--- src/sv/i2cee_pkg.sv ---
// ----------------------------------------------------------------------------
// i2cee_pkg
// Shared types and constants of the I2C EEPROM transfer engine.
// ----------------------------------------------------------------------------
`default_nettype none

package i2cee_pkg;

  // Depth of the queue between front and engine.
  localparam int QUEUE_DEPTH_DEF = 2;

  // Input item kinds.
  localparam logic KIND_CMD  = 1'b0;
  localparam logic KIND_TICK = 1'b1;

  // Result status codes.
  typedef enum logic [1:0] {
    ST_OK      = 2'd0,
    ST_BUSY    = 2'd1,
    ST_NOSTART = 2'd2,
    ST_NACK    = 2'd3
  } status_t;

  // Bus sequencer phases, one-hot.
  typedef enum logic [14:0] {
    PH_IDLE      = 15'h0001,
    PH_START     = 15'h0002,
    PH_DEVW      = 15'h0004,
    PH_ACK_DEVW  = 15'h0008,
    PH_ADDR      = 15'h0010,
    PH_ACK_ADDR  = 15'h0020,
    PH_DATA      = 15'h0040,
    PH_ACK_DATA  = 15'h0080,
    PH_RESTART   = 15'h0100,
    PH_DEVR      = 15'h0200,
    PH_ACK_DEVR  = 15'h0400,
    PH_RECV      = 15'h0800,
    PH_MACK      = 15'h1000,
    PH_STOP      = 15'h2000,
    PH_STOP_NACK = 15'h4000
  } phase_t;

  // Classified item as it travels through the queue.
  typedef struct packed {
    logic        is_tick;
    logic        rnw;
    logic [7:0]  dev_base;   // device byte with address bits 10:8, bit 0 clear
    logic [7:0]  addr_lo;
    logic [7:0]  value;
    logic [15:0] count;
    logic        sda;
  } entry_t;

endpackage

`default_nettype wire

--- src/sv/i2cee_front.sv ---
// ----------------------------------------------------------------------------
// i2cee_front
// Input side: accepts items, classifies them and queues them for the engine.
// ----------------------------------------------------------------------------
`default_nettype none

module i2cee_front import i2cee_pkg::*; #(
  parameter int QUEUE_DEPTH = QUEUE_DEPTH_DEF
) (
  input  wire logic        clk,
  input  wire logic        rst_n,
  input  wire logic        in_valid,
  output logic             in_ready,
  input  wire logic        in_kind,
  input  wire logic        in_read_not_write,
  input  wire logic [7:0]  in_device_address,
  input  wire logic [10:0] in_memory_address,
  input  wire logic [7:0]  in_write_value,
  input  wire logic [15:0] in_read_count,
  input  wire logic        in_sda_in,
  output logic             q_valid,
  output entry_t           q_entry,
  input  wire logic        q_pop
);

  localparam int PtrW = (QUEUE_DEPTH > 1) ? $clog2(QUEUE_DEPTH) : 1;
  localparam int CntW = $clog2(QUEUE_DEPTH + 1);

  entry_t            mem [QUEUE_DEPTH];
  logic [PtrW-1:0]   wr_ptr_r, wr_ptr_nxt;
  logic [PtrW-1:0]   rd_ptr_r, rd_ptr_nxt;
  logic [CntW-1:0]   cnt_r, cnt_nxt;
  entry_t            new_entry;
  logic              push;

  // Classify: fold address bits 10:8 into the device byte up front.
  always_comb begin
    new_entry.is_tick  = (in_kind == KIND_TICK);
    new_entry.rnw      = in_read_not_write;
    new_entry.dev_base = (in_device_address | {4'b0, in_memory_address[10:8], 1'b0})
                         & 8'hFE;
    new_entry.addr_lo  = in_memory_address[7:0];
    new_entry.value    = in_write_value;
    new_entry.count    = in_read_count;
    new_entry.sda      = in_sda_in;
  end

  assign in_ready = (cnt_r != CntW'(QUEUE_DEPTH));
  assign push     = in_valid && in_ready;
  assign q_valid  = (cnt_r != '0);
  assign q_entry  = mem[rd_ptr_r];

  always_comb begin
    wr_ptr_nxt = wr_ptr_r;
    rd_ptr_nxt = rd_ptr_r;
    cnt_nxt    = cnt_r;
    if (push) begin
      wr_ptr_nxt = (wr_ptr_r == PtrW'(QUEUE_DEPTH - 1)) ? '0 : wr_ptr_r + 1'b1;
    end
    if (q_pop) begin
      rd_ptr_nxt = (rd_ptr_r == PtrW'(QUEUE_DEPTH - 1)) ? '0 : rd_ptr_r + 1'b1;
    end
    if (push && !q_pop) begin
      cnt_nxt = cnt_r + 1'b1;
    end else if (!push && q_pop) begin
      cnt_nxt = cnt_r - 1'b1;
    end
  end

  always_ff @(posedge clk) begin
    if (!rst_n) begin
      wr_ptr_r <= '0;
      rd_ptr_r <= '0;
      cnt_r    <= '0;
    end else begin
      wr_ptr_r <= wr_ptr_nxt;
      rd_ptr_r <= rd_ptr_nxt;
      cnt_r    <= cnt_nxt;
    end
  end

  always_ff @(posedge clk) begin
    if (push) begin
      mem[wr_ptr_r] <= new_entry;
    end
  end

  a_cnt_bound: assert property (@(posedge clk) disable iff (!rst_n)
    cnt_r <= CntW'(QUEUE_DEPTH))
    else $error("queue count above depth");

  a_pop_nonempty: assert property (@(posedge clk) disable iff (!rst_n)
    q_pop |-> q_valid)
    else $error("pop from empty queue");

  a_push_count: assert property (@(posedge clk) disable iff (!rst_n)
    (push && !q_pop) |=> cnt_r == $past(cnt_r) + 1'b1)
    else $error("queue count missed a push");

endmodule

`default_nettype wire

--- src/sv/i2cee_engine.sv ---
// ----------------------------------------------------------------------------
// i2cee_engine
// Back side: bus sequencer, one item per unstalled cycle, registered result.
// ----------------------------------------------------------------------------
`default_nettype none

module i2cee_engine import i2cee_pkg::*; (
  input  wire logic        clk,
  input  wire logic        rst_n,
  input  wire logic        q_valid,
  input  wire entry_t      q_entry,
  output logic             q_pop,
  output logic             out_valid,
  input  wire logic        out_ready,
  output logic             out_scl_out,
  output logic             out_sda_out,
  output logic             out_byte_valid,
  output logic [7:0]       out_read_data,
  output logic             out_last_byte,
  output logic             out_done_res,
  output logic [1:0]       out_status
);

  phase_t      phase_r, phase_nxt;
  logic [1:0]  step_r, step_nxt;
  logic [3:0]  bit_cnt_r, bit_cnt_nxt;
  logic [7:0]  shift_r, shift_nxt;
  logic [15:0] left_r, left_nxt;
  logic [7:0]  dev_r, dev_nxt;
  logic [7:0]  addr_r, addr_nxt;
  logic [7:0]  value_r, value_nxt;
  logic        dir_r, dir_nxt;
  logic [1:0]  lines_r, lines_nxt;      // {scl, sda}

  logic        out_valid_r, out_valid_nxt;
  logic        scl_r, sda_r, bvld_r, last_r, done_r;
  logic [7:0]  rdata_r;
  status_t     status_r;

  logic        fire, tick_fire;
  logic        byte_vld, last_b, done_b;
  logic [7:0]  rdata_b;
  status_t     status_b;
  logic        cur, sda, bit_b, nack;
  logic [7:0]  shifted;
  logic [3:0]  bit_inc;
  logic [15:0] left_dec;

  function automatic logic [7:0] enter_shift(phase_t p, logic [7:0] cur_shift,
                                             logic [7:0] dev, logic [7:0] addr,
                                             logic [7:0] val);
    logic [7:0] r;
    r = cur_shift;
    case (p)
      PH_DEVW: r = dev;
      PH_ADDR: r = addr;
      PH_DATA: r = val;
      PH_DEVR: r = dev | 8'h01;
      PH_RECV: r = 8'h00;
      default: r = cur_shift;
    endcase
    return r;
  endfunction

  function automatic phase_t ack_of(phase_t p);
    phase_t r;
    case (p)
      PH_DEVW: r = PH_ACK_DEVW;
      PH_ADDR: r = PH_ACK_ADDR;
      PH_DATA: r = PH_ACK_DATA;
      PH_DEVR: r = PH_ACK_DEVR;
      default: r = PH_IDLE;
    endcase
    return r;
  endfunction

  assign fire      = q_valid && (!q_entry.is_tick || !out_valid_r || out_ready);
  assign tick_fire = fire && q_entry.is_tick;
  assign q_pop     = fire;
  assign sda       = q_entry.sda;
  assign cur       = lines_r[0];

  always_comb begin
    phase_nxt   = phase_r;
    step_nxt    = step_r;
    bit_cnt_nxt = bit_cnt_r;
    shift_nxt   = shift_r;
    left_nxt    = left_r;
    dev_nxt     = dev_r;
    addr_nxt    = addr_r;
    value_nxt   = value_r;
    dir_nxt     = dir_r;
    lines_nxt   = lines_r;
    byte_vld    = 1'b0;
    rdata_b     = 8'h00;
    last_b      = 1'b0;
    done_b      = 1'b0;
    status_b    = ST_OK;
    shifted     = {shift_r[6:0], sda};
    bit_inc     = bit_cnt_r + 1'b1;
    bit_b       = 1'b0;
    nack        = (left_r <= 16'd1);
    left_dec    = (left_r != 16'd0) ? left_r - 1'b1 : left_r;

    if (fire && !q_entry.is_tick) begin
      // command: taken only while idle
      if (phase_r == PH_IDLE) begin
        dir_nxt     = q_entry.rnw;
        dev_nxt     = q_entry.dev_base;
        addr_nxt    = q_entry.addr_lo;
        value_nxt   = q_entry.value;
        left_nxt    = q_entry.count;
        bit_cnt_nxt = '0;
        shift_nxt   = '0;
        phase_nxt   = PH_START;
        step_nxt    = '0;
      end
    end else if (tick_fire) begin
      // Stage 1: decisions on the sample that move to a new phase
      // without driving the bus this interval.
      case (phase_r)
        PH_RESTART: begin
          if ((step_r == 2'd1 && !sda) || (step_r == 2'd2 && sda)) begin
            phase_nxt   = PH_DEVR;
            step_nxt    = '0;
            bit_cnt_nxt = '0;
            shift_nxt   = enter_shift(PH_DEVR, shift_r, dev_r, addr_r, value_r);
          end
        end
        PH_ACK_DEVW, PH_ACK_ADDR, PH_ACK_DATA, PH_ACK_DEVR: begin
          if (step_r == 2'd3) begin
            case (phase_r)
              PH_ACK_DEVW: phase_nxt = sda ? PH_STOP_NACK : PH_ADDR;
              PH_ACK_ADDR: phase_nxt = dir_r ? PH_RESTART : PH_DATA;
              PH_ACK_DATA: phase_nxt = PH_STOP;
              default:     phase_nxt = (left_r != 16'd0) ? PH_RECV : PH_STOP;
            endcase
            step_nxt    = '0;
            bit_cnt_nxt = '0;
            shift_nxt   = enter_shift(phase_nxt, shift_r, dev_r, addr_r, value_r);
          end
        end
        PH_RECV: begin
          if (step_r == 2'd2) begin
            shift_nxt   = shifted;
            bit_cnt_nxt = bit_inc;
            step_nxt    = '0;
            if (bit_inc >= 4'd8) begin
              byte_vld    = 1'b1;
              rdata_b     = shifted;
              last_b      = (left_r == 16'd1);
              phase_nxt   = PH_MACK;
              bit_cnt_nxt = '0;
            end
          end
        end
        default: ;
      endcase

      // Stage 2: drive the bus for this interval.
      bit_b = shift_nxt[7];
      case (phase_nxt)
        PH_IDLE: ;
        PH_START, PH_RESTART: begin
          if (step_nxt == 2'd0) begin
            lines_nxt = 2'b11;
            step_nxt  = 2'd1;
          end else if (step_nxt == 2'd1) begin
            if (sda) begin
              lines_nxt = 2'b10;
              step_nxt  = 2'd2;
            end else begin
              done_b      = 1'b1;
              status_b    = ST_BUSY;
              phase_nxt   = PH_IDLE;
              step_nxt    = '0;
              bit_cnt_nxt = '0;
            end
          end else if (step_nxt == 2'd2) begin
            if (!sda) begin
              lines_nxt   = 2'b10;
              phase_nxt   = (phase_nxt == PH_START) ? PH_DEVW : PH_DEVR;
              step_nxt    = '0;
              bit_cnt_nxt = '0;
              shift_nxt   = enter_shift(phase_nxt, shift_nxt, dev_r, addr_r, value_r);
            end else begin
              done_b      = 1'b1;
              status_b    = ST_NOSTART;
              phase_nxt   = PH_IDLE;
              step_nxt    = '0;
              bit_cnt_nxt = '0;
            end
          end
        end
        PH_DEVW, PH_ADDR, PH_DATA, PH_DEVR: begin
          if (step_nxt == 2'd0) begin
            lines_nxt = {1'b0, cur};
            step_nxt  = 2'd1;
          end else if (step_nxt == 2'd1) begin
            lines_nxt = {1'b0, bit_b};
            step_nxt  = 2'd2;
          end else begin
            lines_nxt   = {1'b1, bit_b};
            shift_nxt   = {shift_nxt[6:0], 1'b0};
            bit_cnt_nxt = bit_inc;
            step_nxt    = '0;
            if (bit_inc >= 4'd8) begin
              phase_nxt   = ack_of(phase_nxt);
              bit_cnt_nxt = '0;
            end
          end
        end
        PH_ACK_DEVW, PH_ACK_ADDR, PH_ACK_DATA, PH_ACK_DEVR: begin
          if (step_nxt == 2'd0) begin
            lines_nxt = {1'b0, cur};
            step_nxt  = 2'd1;
          end else if (step_nxt == 2'd1) begin
            lines_nxt = 2'b01;
            step_nxt  = 2'd2;
          end else begin
            lines_nxt = 2'b11;
            step_nxt  = 2'd3;
          end
        end
        PH_RECV: begin
          if (step_nxt == 2'd0) begin
            lines_nxt = 2'b01;
            step_nxt  = 2'd1;
          end else begin
            lines_nxt = 2'b11;
            step_nxt  = 2'd2;
          end
        end
        PH_MACK: begin
          case (step_nxt)
            2'd0: begin
              lines_nxt = {1'b0, cur};
              step_nxt  = 2'd1;
            end
            2'd1: begin
              lines_nxt = {1'b0, nack};
              step_nxt  = 2'd2;
            end
            2'd2: begin
              lines_nxt = {1'b1, nack};
              step_nxt  = 2'd3;
            end
            default: begin
              lines_nxt   = {1'b0, nack};
              left_nxt    = left_dec;
              phase_nxt   = (left_dec != 16'd0) ? PH_RECV : PH_STOP;
              step_nxt    = '0;
              bit_cnt_nxt = '0;
              shift_nxt   = enter_shift(phase_nxt, shift_nxt, dev_r, addr_r, value_r);
            end
          endcase
        end
        PH_STOP, PH_STOP_NACK: begin
          case (step_nxt)
            2'd0: begin
              lines_nxt = {1'b0, cur};
              step_nxt  = 2'd1;
            end
            2'd1: begin
              lines_nxt = 2'b00;
              step_nxt  = 2'd2;
            end
            2'd2: begin
              lines_nxt = 2'b10;
              step_nxt  = 2'd3;
            end
            default: begin
              lines_nxt   = 2'b11;
              done_b      = 1'b1;
              status_b    = (phase_nxt == PH_STOP_NACK) ? ST_NACK : ST_OK;
              phase_nxt   = PH_IDLE;
              step_nxt    = '0;
              bit_cnt_nxt = '0;
            end
          endcase
        end
        default: begin
          phase_nxt = PH_IDLE;
          step_nxt  = '0;
        end
      endcase
    end
  end

  always_comb begin
    out_valid_nxt = out_valid_r;
    if (tick_fire) begin
      out_valid_nxt = 1'b1;
    end else if (out_ready) begin
      out_valid_nxt = 1'b0;
    end
  end

  always_ff @(posedge clk) begin
    if (!rst_n) begin
      phase_r     <= PH_IDLE;
      step_r      <= '0;
      bit_cnt_r   <= '0;
      shift_r     <= '0;
      left_r      <= '0;
      dev_r       <= '0;
      addr_r      <= '0;
      value_r     <= '0;
      dir_r       <= 1'b0;
      lines_r     <= 2'b11;
      out_valid_r <= 1'b0;
    end else begin
      phase_r     <= phase_nxt;
      step_r      <= step_nxt;
      bit_cnt_r   <= bit_cnt_nxt;
      shift_r     <= shift_nxt;
      left_r      <= left_nxt;
      dev_r       <= dev_nxt;
      addr_r      <= addr_nxt;
      value_r     <= value_nxt;
      dir_r       <= dir_nxt;
      lines_r     <= lines_nxt;
      out_valid_r <= out_valid_nxt;
    end
  end

  // result payload, loaded with each tick
  always_ff @(posedge clk) begin
    if (tick_fire) begin
      scl_r    <= lines_nxt[1];
      sda_r    <= lines_nxt[0];
      bvld_r   <= byte_vld;
      rdata_r  <= rdata_b;
      last_r   <= last_b;
      done_r   <= done_b;
      status_r <= status_b;
    end
  end

  assign out_valid      = out_valid_r;
  assign out_scl_out    = scl_r;
  assign out_sda_out    = sda_r;
  assign out_byte_valid = bvld_r;
  assign out_read_data  = rdata_r;
  assign out_last_byte  = last_r;
  assign out_done_res   = done_r;
  assign out_status     = status_r;

  a_status_only_done: assert property (@(posedge clk) disable iff (!rst_n)
    (out_valid_r && !done_r) |-> status_r == ST_OK)
    else $error("status set without done");

  a_data_only_byte: assert property (@(posedge clk) disable iff (!rst_n)
    (out_valid_r && !bvld_r) |-> (rdata_r == 8'h00 && !last_r))
    else $error("read data without byte");

  a_bit_cnt_range: assert property (@(posedge clk) disable iff (!rst_n)
    bit_cnt_r < 4'd8)
    else $error("bit count out of range");

  a_done_goes_idle: assert property (@(posedge clk) disable iff (!rst_n)
    (tick_fire && done_b) |=> phase_r == PH_IDLE)
    else $error("done without return to idle");

endmodule

`default_nettype wire

--- src/sv/i2c_master_eeprom_transfer_top.sv ---
// ----------------------------------------------------------------------------
// i2c_master_eeprom_transfer_top
// Open-drain I2C master for one-byte EEPROM writes and N-byte random reads.
// ----------------------------------------------------------------------------
//
//  channel | dir | handshake           | carries
//  --------+-----+---------------------+-----------------------------------
//  in_     | in  | in_valid/in_ready   | command (kind 0) or bus tick (kind 1)
//  out_    | out | out_valid/out_ready | SCL/SDA levels, read byte, done/status
//
// Rate: one item per clock while tick results are taken; a tick's result
//   is registered after the front queue. Commands produce no result.
// The front queue (QUEUE_DEPTH entries) separates acceptance from the engine.
// The engine handles one queued item per clock; a tick waits only while the
//   output register holds an untaken result.
// Reset (rst_n low, synchronous): sequencer idle, both lines released,
//   queue and output register empty.
// out_ready low stalls the engine at the next tick while a result is held;
//   in_ready drops once the queue fills behind it.
//
`default_nettype none

module i2c_master_eeprom_transfer_top import i2cee_pkg::*; #(
  parameter int QUEUE_DEPTH = QUEUE_DEPTH_DEF
) (
  input  wire logic        clk,
  input  wire logic        rst_n,
  input  wire logic        in_valid,
  output logic             in_ready,
  input  wire logic        in_kind,
  input  wire logic        in_read_not_write,
  input  wire logic [7:0]  in_device_address,
  input  wire logic [10:0] in_memory_address,
  input  wire logic [7:0]  in_write_value,
  input  wire logic [15:0] in_read_count,
  input  wire logic        in_sda_in,
  output logic             out_valid,
  input  wire logic        out_ready,
  output logic             out_scl_out,
  output logic             out_sda_out,
  output logic             out_byte_valid,
  output logic [7:0]       out_read_data,
  output logic             out_last_byte,
  output logic             out_done_res,
  output logic [1:0]       out_status
);

  // queue handoff between front and engine
  logic   q_valid;
  logic   q_pop;
  entry_t q_entry;

  // front: classify each transaction and queue it
  i2cee_front #(
    .QUEUE_DEPTH (QUEUE_DEPTH)
  ) u_front (
    .clk               (clk),
    .rst_n             (rst_n),
    .in_valid          (in_valid),
    .in_ready          (in_ready),
    .in_kind           (in_kind),
    .in_read_not_write (in_read_not_write),
    .in_device_address (in_device_address),
    .in_memory_address (in_memory_address),
    .in_write_value    (in_write_value),
    .in_read_count     (in_read_count),
    .in_sda_in         (in_sda_in),
    .q_valid           (q_valid),
    .q_entry           (q_entry),
    .q_pop             (q_pop)
  );

  // engine: bus sequencer plus registered result
  i2cee_engine u_engine (
    .clk            (clk),
    .rst_n          (rst_n),
    .q_valid        (q_valid),
    .q_entry        (q_entry),
    .q_pop          (q_pop),
    .out_valid      (out_valid),
    .out_ready      (out_ready),
    .out_scl_out    (out_scl_out),
    .out_sda_out    (out_sda_out),
    .out_byte_valid (out_byte_valid),
    .out_read_data  (out_read_data),
    .out_last_byte  (out_last_byte),
    .out_done_res   (out_done_res),
    .out_status     (out_status)
  );

endmodule

`default_nettype wire

--- config.mk ---
export PLATFORM = sky130hd
export DESIGN_NAME = i2c_master_eeprom_transfer_top
export DESIGN_NICKNAME = d
export VERILOG_FILES = /design/src/sv/i2cee_pkg.sv /design/src/sv/i2cee_front.sv /design/src/sv/i2cee_engine.sv /design/src/sv/i2c_master_eeprom_transfer_top.sv
export SDC_FILE = /design/constraint.sdc
export NUM_CORES = 1
export LEC_CHECK = 0
export BUFFER_PORTS_ARGS = -buffer_cell sky130_fd_sc_hd__buf_2
export CELL_PAD_IN_SITES_DETAIL_PLACEMENT = 1
export CELL_PAD_IN_SITES_GLOBAL_PLACEMENT = 2
export CORE_UTILIZATION = 25
export CTS_CLUSTER_SIZE = 30
export DETAILED_ROUTE_END_ITERATION = 6
export GPL_TIMING_DRIVEN = 0
export PLACE_DENSITY = 0.65
export SYNTH_ARGS = -nofsm -noshare
export SYNTH_HDL_FRONTEND = slang
export SYNTH_SLANG_ARGS = --single-unit
export TNS_END_PERCENT = 50
--- constraint.sdc ---
create_clock -name clk -period 3.8 [get_ports clk]
set_input_delay 0.95 -clock clk [delete_from_list [all_inputs] [get_ports clk]]
set_output_delay 0.95 -clock clk [all_outputs]
set_load 0.01 [all_outputs]
==> impl_metrics.tcl <==
set metrics [dict create \
    post-route-util_pct 30.9 \
    async_flop_share_pct 0 \
    vdd_drop_max_mv 0.276 \
    slowest_delay_ns 0.31 \
    synth_commonest_cells "edfxtp_1, nand2_1, o21ai_0" \
    cts_buffers 17 \
    max-cap-violations 0 \
    instances_no_fill 1523 \
    via_per_inst 5.16 \
    start_kind "flop" \
    setup_viol 0 \
    path_clk_slew_ns 0.08 \
    cpMostUsedCell "buf_4" \
    slew_headroom_pct 28.3 \
    diodes 0 \
    syn_area_per_cell_um2 9.93 \
    yosysMostFrequentCell "edfxtp_1" \
    status "finished clean" \
    finalClockSkew_ns 0.0117 \
    yosys_most_used_dff "edfxtp_1" \
    grt_antenna_before_repair 0 \
    cts_tree "yes" \
    synth-seq-cells 176 \
    yosysTopAreaCell "edfxtp_1" \
    dp_hpwl_um 23000 \
    wirelength_um 31500 \
    dieArea_um2 37900 \
    grt_max_degree 25 \
    clockRootBuffer "clkbuf_16" \
    wl_per_cell_um 20.7 \
    drt_iter0_drc 521 \
    criticalPathCategory "reg -> reg" \
    final-max-slew-violation-count 0 \
    placed_cell_area_um2 10200 \
    yosysSeqAreaShare_pct 48.6 \
    vias 7857 \
    p_leak_nw 4.06 \
    grt_usage_pct 16.8 \
    hold_buffers 0 \
    dp_slack_ns -1.49 \
    synth_cells 935 \
    nFillCells 4195 \
    io_pins 67 \
    final_antenna_net_count 0 \
    route.detailed.drc 0 \
    hold_violations 0 \
    gp_congestion 0.858 \
    crit_fanout 10 \
    setup.worst_path.end_class "flop" \
    die_x_um 195 \
    h-tree-depth 4 \
    crit_arrival_ns 4.01 \
    clock_latency_ns 0.44 \
    grt_pass1_vias 8033 \
    area_growth_pct 21.8 \
    tns_ns 0 \
    fmax_ghz 0.272 \
    fin_crit_ns 3.67 \
    syn-cell-area_um2 9280 \
    worstMarginPinSlew_ns 1.07 \
    grt-ovfl-total 0 \
    initial_core_util_pct 25.4 \
    slowest_stage "dfxtp_1" \
    design_area_um2 11300 \
    p_per_area_nw_per_um2 642 \
    yosysTopAreaCellShare_pct 32.0 \
    period_share_pct 96.6 \
    synth_warnings 0 \
    clock_sinks 176 \
    syn_nets 996 \
    nets 1103 \
    synth-edff-count 99 \
    clock_path_buffers 2 \
    drive_gt1_share_pct 22.0 \
    first_pass_iters 5 \
    synth_cell_type_count 89 \
    num_rows 70 \
    required_ns 4.14 \
    hp-class "reg -> reg" \
    path_cells "buf_6 -> nor4_4 -> buf_4 -> buf_6 -> and4_2 -> and2_4 -> o31ai_2 -> buf_4 -> buf_4 -> ha_1 -> buf_2 -> nor3_4 -> or2_1 -> and2_0 -> buf_4 -> a21boi_0 -> o211a_1" \
    fin_ws_ns 0.129 \
    core-area_um2 36600 \
    grt_pass1_wl_um 48500 \
    place_inst 1470 \
    fp.dieH_um 195 \
    synth.top_cells.by_area "edfxtp_1, dfxtp_1, o21ai_0" \
    portBuffers 65 \
]
area by class of cell:
type	instances	area (um2)	area share [%]
buffer	51	260	2.30
clock buffer	19	443	3.92
clock inverter	13	165	1.46
inverter	16	60.1	0.531
multi-input combinational	688	4720	41.7
sequential	176	4520	40.0
tap	468	586	5.18
timing repair buffer	92	557	4.92
final timing paths:
path                          from               endpoint  slack [ns]  depth (start not counted)
max reg2reg    u_engine.phase_r[5]    u_engine.shift_r[5]        0.13                         17
min reg2reg  u_engine.bit_cnt_r[3]  u_engine.bit_cnt_r[3]        0.50                          2
min          u_engine.bit_cnt_r[3]  u_engine.bit_cnt_r[3]        0.50                          2
max            u_engine.phase_r[5]    u_engine.shift_r[5]        0.13                         17
cell usage in the layout (no fill, tap or decap), types with 11 or more instances in the layout:
master,count
edfxtp_1,99
nand2_1,92
o21ai_0,88
buf_2,75
dfxtp_1,75
nor2_1,61
a21oi_1,41
and2_1,41
mux2i_1,37
buf_4,31
clkbuf_1,28
nor3_1,17
clkbuf_16,17
nand3_1,16
inv_1,15
a22oi_1,14
and3_1,13
a21boi_0,13
nand4_1,11
a21o_1,11
repair_timing:
item / in CTS / in global routing
endpoints found under the setup margin: 52 / 41
pin swaps: 10 / 9
gates resized for setup: 38 / 30
buffers inserted: 13 / 12
sequential cells by signal, indices dropped and copies added (netlist names), 4 cells and up, named ones only:
signal                  flops
u_engine.addr_r             8
u_engine.shift_r            8
u_engine.bit_cnt_r          4
u_front.mem                84
u_engine.value_r            8
u_engine.dev_r              7
u_engine.left_r            16
u_engine.out_read_data      8
u_engine.phase_r           15
cell families after synthesis:
group,Yosys count,share of synthesized area [%]
adder cells (fa/ha/maj),11,1.48
multiplexers,43,4.70
AND/OR/NAND/NOR,347,20.0
flip-flops,176,48.6
AO/OA/AOI/OAI,276,20.7
buffers and inverters,71,3.44
XOR/XNOR,11,1.04
worst max-delay path: cells and delay by family, from the launching register on:
family / cells / cell delay, ns
simple gates: 6 / 1.39
buf+inv: 7 / 1.20
compound gates: 3 / 0.42
flops: 1 / 0.31
fa+ha+maj: 1 / 0.23
metrics by stage:
stage / hold WS (ns) / total power [mW]
floorplan: 0.447 / 4.28
global placement: 0.480 / 5.18
detailed placement: 0.486 / 5.22
CTS: 0.500 / 7.22
global route: 0.523 / 7.70
finish: 0.496 / 7.26
power breakdown:
group	total (mW)	switching [mW]	internal [mW]
Combinational	2.88	1.89	0.984
Clock	1.84	0.877	0.962
Sequential	2.54	0.201	2.34
Total	7.26	2.97	4.29
layer usage:
| layer | track usage, % | vias to the layer above | wire length, um |
|---|---|---|---|
| li1 | - | 3725 | - |
| met2 | 26.6 | 162 | 14400 |
| met1 | 22.9 | 3930 | 15300 |
| met3 | 2.79 | 40 | 1090 |
| met5 | 0 | - | 0 |
| met4 | 6.35 | 0 | 718 |
(Power assumes the default switching activity.)
